## config.mk

```make
export PLATFORM = sky130hd
export DESIGN_NAME = bdq_cell
export DESIGN_NICKNAME = d
export VERILOG_FILES = /design/src/hw/rtl/bdq_pkg.sv /design/src/hw/rtl/bdq_cell.sv
export SDC_FILE = /design/constraint.sdc
export NUM_CORES = 1
export LEC_CHECK = 0
export ABC_AREA = 0
export BUFFER_PORTS_ARGS = -buffer_cell sky130_fd_sc_hd__buf_2
export CAP_MARGIN = 20
export CORE_UTILIZATION = 39
export CTS_BUF_LIST = sky130_fd_sc_hd__clkbuf_2
export DETAILED_ROUTE_END_ITERATION = 10
export MAX_ROUTING_LAYER = met4
export PLACE_DENSITY = 0.85
export SLEW_MARGIN = 20
export SYNTH_ARGS = -nofsm -noshare
export SYNTH_HDL_FRONTEND = slang
export SYNTH_SLANG_ARGS = --single-unit
```

## constraint.sdc

```tcl
create_clock -name i_clk -period 3 [get_ports i_clk]
set_clock_uncertainty 0.05 [all_clocks]
set_input_delay 0 -clock i_clk [delete_from_list [all_inputs] [get_ports i_clk]]
set_output_delay 0 -clock i_clk [all_outputs]
set_load 0.02 [all_outputs]
```

## src/hw/rtl/bdq_pkg.sv

```systemverilog
// ----------------------------------------------------------------------------
// bdq_pkg
// Shared types and constants of the bounded deque: depth, word and count
// widths, operation codes, and the structs passed along the cell chain.
// ----------------------------------------------------------------------------
package bdq_pkg;

    localparam int MAX_DEPTH = 1024;
    localparam int WORD_W    = 32;
    localparam int CAP_W     = 11;
    localparam int CNT_W     = $clog2(MAX_DEPTH + 1);
    localparam int CAP_RESET = 1024;

    typedef logic signed [WORD_W-1:0] t_word;
    typedef logic [CNT_W-1:0]         t_count;
    typedef logic [CAP_W-1:0]         t_cap;

    typedef enum logic [1:0] {
        FUNC_INS_FRONT = 2'd0,
        FUNC_INS_REAR  = 2'd1,
        FUNC_DEL_FRONT = 2'd2,
        FUNC_DEL_REAR  = 2'd3
    } t_func;

    // what one cell shows its neighbors
    typedef struct packed {
        logic  valid;
        t_word a;     // entry counted from the front
        t_word b;     // entry counted from the rear
    } t_link;

    // operation broadcast to every cell, already qualified by success
    typedef struct packed {
        logic  ins_front;
        logic  ins_rear;
        logic  del_front;
        logic  del_rear;
        t_word word;
    } t_cmd;

endpackage

```

## src/hw/rtl/bdq_cell.sv

```systemverilog
// ----------------------------------------------------------------------------
// bdq_cell
// One slot of the deque chain. Holds an occupancy bit, the entry at this
// distance from the front and the entry at this distance from the rear.
// ----------------------------------------------------------------------------
module bdq_cell (
    input  logic           i_clk,
    input  logic           i_rst_n,
    input  bdq_pkg::t_cmd  i_cmd,
    input  bdq_pkg::t_link i_left,
    input  bdq_pkg::t_link i_right,
    output bdq_pkg::t_link o_link
);

    logic          r_valid;
    logic          n_valid;
    bdq_pkg::t_word r_a;
    bdq_pkg::t_word n_a;
    bdq_pkg::t_word r_b;
    bdq_pkg::t_word n_b;
    logic          w_first_empty;

    // occupancy is a thermometer, so the first free slot is known locally
    assign w_first_empty = !r_valid && i_left.valid;

    always_comb begin
        n_valid = r_valid;
        n_a     = r_a;
        n_b     = r_b;
        if (i_cmd.ins_front) begin
            n_valid = i_left.valid;
            n_a     = i_left.a;
            if (w_first_empty) begin
                n_b = i_cmd.word;
            end
        end else if (i_cmd.ins_rear) begin
            n_valid = i_left.valid;
            n_b     = i_left.b;
            if (w_first_empty) begin
                n_a = i_cmd.word;
            end
        end else if (i_cmd.del_front) begin
            n_valid = i_right.valid;
            n_a     = i_right.a;
        end else if (i_cmd.del_rear) begin
            n_valid = i_right.valid;
            n_b     = i_right.b;
        end
    end

    always_ff @(posedge i_clk) begin
        if (!i_rst_n) begin
            r_valid <= 1'b0;
        end else begin
            r_valid <= n_valid;
        end
    end

    always_ff @(posedge i_clk) begin
        r_a <= n_a;
        r_b <= n_b;
    end

    assign o_link.valid = r_valid;
    assign o_link.a     = r_a;
    assign o_link.b     = r_b;

endmodule

```

==> flow_summary.ini, run 1 <==
[status]
run_status = aborted with a tool error
lastStage = clock tree synthesis
error_line = [ERROR RSZ-0060] Max buffer count reached.

[clock_network]
numClockSinks = 65
htreeDepth = 3
clock_path_buffers = 2
cts_resized = 0
cts_setup_buffers = 0
clockRootBuffer = clkbuf_2
cts_hold_buf = 127
cts_buffers = 9

[placed_design]
numPortBuffers = 232
dp_hpwl_um = 6740
gp_congestion = 0.808

[yosys]
syn_nets = 460
yosysSeqAreaShare_pct = 57.9
syn_area_mm2 = 0.00335
synth-seq-cells = 65
yosysWarnings = 0
syn_avg_cell_area_um2 = 11.5
yosysUniqueCellTypes = 15
netlist_instances = 292

[floorplanning]
initial_core_util_pct = 40.6
dieWidth_um = 94.7
num_rows = 33
fp.dieH_um = 94.7
pin_count = 233
==> logic make-up after synthesis <==
kind of cell | share of synthesized area (%)
AOI/OAI and AO/OA | 10.4
DFF | 57.9
buffers and inverters | 4.62
muxes | 19.4
and+or+nand+nor | 7.65
==> cell usage after synthesis <==
master | instances | area share, %
a21oi_1 | 2 | 0.30
a311o_1 | 1 | 0.30
buf_2 | 7 | 1.0
buf_4 | 6 | 1.3
buf_6 | 4 | 1.3
clkbuf_1 | 6 | 0.67
dfxtp_1 | 1 | 0.60
edfxtp_1 | 64 | 57
inv_1 | 2 | 0.22
mux2i_1 | 65 | 19
nand2_1 | 64 | 7.2
nand3_1 | 1 | 0.15
nor2_1 | 3 | 0.34
o21ai_0 | 48 | 7.2
o21ai_1 | 18 | 2.7
==> metrics by stage <==
| stage | hold WS [ns] | setup WS, ns | util [%] | instances | instance area, um2 |
|---|---|---|---|---|---|
| after detailed placement | 0.195 | 1.28 | 55.0 | 609 | 4540 |
| after floorplan | 0.0884 | 0.631 | - | 292 | 3350 |
| after global placement | 0.192 | 1.32 | 55.0 | 609 | 4540 |
==> run 2, diff against run 1 <==
--- a/config.mk
+++ b/config.mk
@@ -8,11 +8,9 @@
 export ABC_AREA = 0
 export BUFFER_PORTS_ARGS = -buffer_cell sky130_fd_sc_hd__buf_2
 export CAP_MARGIN = 20
-export CORE_UTILIZATION = 39
-export CTS_BUF_LIST = sky130_fd_sc_hd__clkbuf_2
+export CORE_UTILIZATION = 40
 export DETAILED_ROUTE_END_ITERATION = 10
-export MAX_ROUTING_LAYER = met4
-export PLACE_DENSITY = 0.85
+export PLACE_DENSITY_LB_ADDON = 0.15
 export SLEW_MARGIN = 20
 export SYNTH_ARGS = -nofsm -noshare
 export SYNTH_HDL_FRONTEND = slang
==> constraint.sdc (replaced) <==
create_clock -name i_clk -period 3.9 [get_ports i_clk]
set_clock_uncertainty 0.05 [all_clocks]
set_input_delay 0 -clock i_clk [delete_from_list [all_inputs] [get_ports i_clk]]
set_output_delay 0 -clock i_clk [all_outputs]
set_load 0.02 [all_outputs]
==> run 2 against run 1 <==
Compared with the run above: the run now ends clean; area after synthesis stayed put; synthesized cell count stayed put.
==> flow_summary.ini, run 2 <==
[setup_path]
r2r_cells = 2
crit_path_frequent_cell = buf_4
critPathArrivalTime_ns = 2.06
path_cells = buf_4 -> buf_4 -> mux2i_1 -> o21ai_0 -> dlygate4sd3_1
cp-endpoint = r_b[14]
r2r_setup_slack_ns = 2.31
endpoint_kind = flip-flop
critPathLaunch = i_cmd[34]
reg2reg_from = r_valid
path_max_fanout = 37
setup.worst_path.start_class = primary input
required_ns = 3.94
timing.rr.end = r_a[9]
path_class = primary input to flip-flop
crit_path_top_delay_cell = dlygate4sd3_1
critPathMaxStageDelay_ns = 0.60

[global_route]
track_usage_pct = 23.6
grt_pass1_wl_um = 15500
grt_overflow = 0
antenna_found_initial = 0
grt_max_degree = 118
grt_pass1_vias = 3519

[floorplanning]
dieWidth_um = 93.6
fp.dieH_um = 93.6
die-area_mm2 = 0.00876
pin_count = 233
num_rows = 33
initial_core_util_pct = 41.0
coreArea_mm2 = 0.00818

[final_layout]
final_common_cell = buf_2
area_growth_pct = 73.7
reg.largest.list = r_a (32), r_b (32), r_valid (1)
finalNetCount = 796
diodes = 0
fin_util_pct = 71.3
fillers = 605
drive_gt1_share_pct = 39.2
final_cell_mix = buf_2, dlygate4sd3_1, mux2i_1

[power]
powerDensity_mw_per_mm2 = 316
seqPwrFrac_pct = 47.0
p_leak_nw = 2.79
comb_power_share_pct = 27.3
clockPowerShare_pct = 25.7
switching_share_pct = 28.1
p_switching_w = 0.000516
peakVddDrop_mv = 0.152
p_int_w = 0.00132

[timing]
relSlewSlack_pct = 29.9
worst_pin_slew_ns = 1.05
tns_ns = 0
hold_ws_ns = 0.00681
fmax_mhz = 495
fin_crit_ns = 2.02
rsz0062_at_grt = no
slew_violations = 0
fin_crit_sh_pct = 51.8
setup_viol = 0
hold_viol_final = 0

[routing]
wl_per_cell_um = 14.4
detail_route.first_pass.iterations = 6
wirelength_um = 10600
routed_via_density = 4.83
antenna_left = 0
drc = 0
vias = 3564
first_iter_violations = 127

[clock_network]
cts_buffers = 9
cts_hold_buf = 113
clockRootBuffer = clkbuf_8
htreeDepth = 3
numClockSinks = 65
clock_latency_ns = 0.34
clock_path_buffers = 2
cts_tree = done
clkTransAtPathRegs_ns = 0.07
cts_resized = 0
cts_setup_buffers = 0

[worst_hold_path]
worst_hold_path_type = primary input to flip-flop
whs_path_depth = 3

[placed_design]
numPortBuffers = 232
dp_hpwl_um = 6370
gp_congestion = 0.811

[yosys]
synthTopCellsByCount = mux2i_1, edfxtp_1, nand2_1
synth_top_area_cell = edfxtp_1
yosysTopAreaCellShare_pct = 57.3
syn_avg_cell_area_um2 = 11.5
synth-compound-area-share_pct = 10.4
netlist_instances = 292
synth.most_common_cell = mux2i_1
yosysWarnings = 0
syn_nets = 460
yosysSeqAreaShare_pct = 57.9
synth_top_family_by_area = multiplexers
yosysUniqueCellTypes = 15
synth-seq-cells = 65
async_flop_share_pct = 0
synthMuxAreaShare_pct = 19.4
synth_fa_ha_area_share_pct = 0
synth_edf_count = 64
syn_area_mm2 = 0.00335
synth_xor_xnor_area_share_pct = 0
yosys-top-cells-area = edfxtp_1, mux2i_1, o21ai_0
ys.flop_type = edfxtp_1
synthSimpleGateAreaFrac_pct = 7.65

[flow_run]
drv_cap = 0

[status]
run_status = complete, no violations
run 2: layout make-up:
| cell class | count | area (um2) | area share, % |
|---|---|---|---|
| Sequential cell | 65 | 1940 | 33.3 |
| Inverter | 2 | 7.51 | 0.129 |
| Tap cell | 105 | 131 | 2.25 |
| Clock inverter | 5 | 22.5 | 0.387 |
| Clock buffer | 11 | 131 | 2.25 |
| Timing Repair Buffer | 348 | 2320 | 39.9 |
| Multi-Input combinational cell | 202 | 1270 | 21.8 |
run 2: worst max-delay path, delay by kind of cell:
family | cells | cell delay [ns]
AOI/OAI and AO/OA | 1 | 0.10
buffers and inverters | 3 | 1.65
muxes | 1 | 0.29
run 2: through the flow:
stage          total power [W]  setup slack [ns]  instance area (um2)  instances
2_1_floorplan          0.00110             0.667                 3350        292
3_3_place_gp           0.00126              1.99                 4530        608
3_5_place_dp           0.00127              1.92                 4530        608
4_1_cts                0.00184              1.92                 5820        737
5_1_grt                0.00192              1.79                 5830        738
6_report               0.00184              1.88                 5830        738
run 2: worst min-delay path by stage:
stage | to | slack [ns] | startpoint
after floorplan | r_valid | 0.09 | i_rst_n
after global placement | r_valid | 0.19 | i_rst_n
after detailed placement | r_valid | 0.21 | i_rst_n
after CTS | r_a[2] | 0.002 | i_right[34]
after global routing | r_b[23] | 0.00005 | i_right[23]
final | r_a[28] | 0.007 | i_right[60]
run 2: kinds of logic after synthesis:
| kind of cell | Yosys count |
|---|---|
| AO/OA/AOI/OAI | 69 |
| buffers and inverters | 25 |
| flip-flops | 65 |
| multiplexers | 65 |
| AND/OR/NAND/NOR | 68 |
run 2: power by group through the flow:
stage | Combinational (W) | Clock, W | Sequential, W
after global placement | 0.000379 | 0 | 0.000878
after CTS | 0.000495 | 0.000477 | 0.000865
final | 0.000502 | 0.000472 | 0.000864
after floorplan | 0.000130 | 0 | 0.000967
after global routing | 0.000541 | 0.000513 | 0.000871
after detailed placement | 0.000386 | 0 | 0.000880
run 2: metal layers:
metal	vias to the layer above	wire length (um)	global-route usage [%]
li1	1736	-	-
met1	1627	3780	23.0
met2	171	5750	45.2
met3	30	768	7.07
met4	0	333	11.0
met5	-	0	0
(Power assumes the default switching activity.)
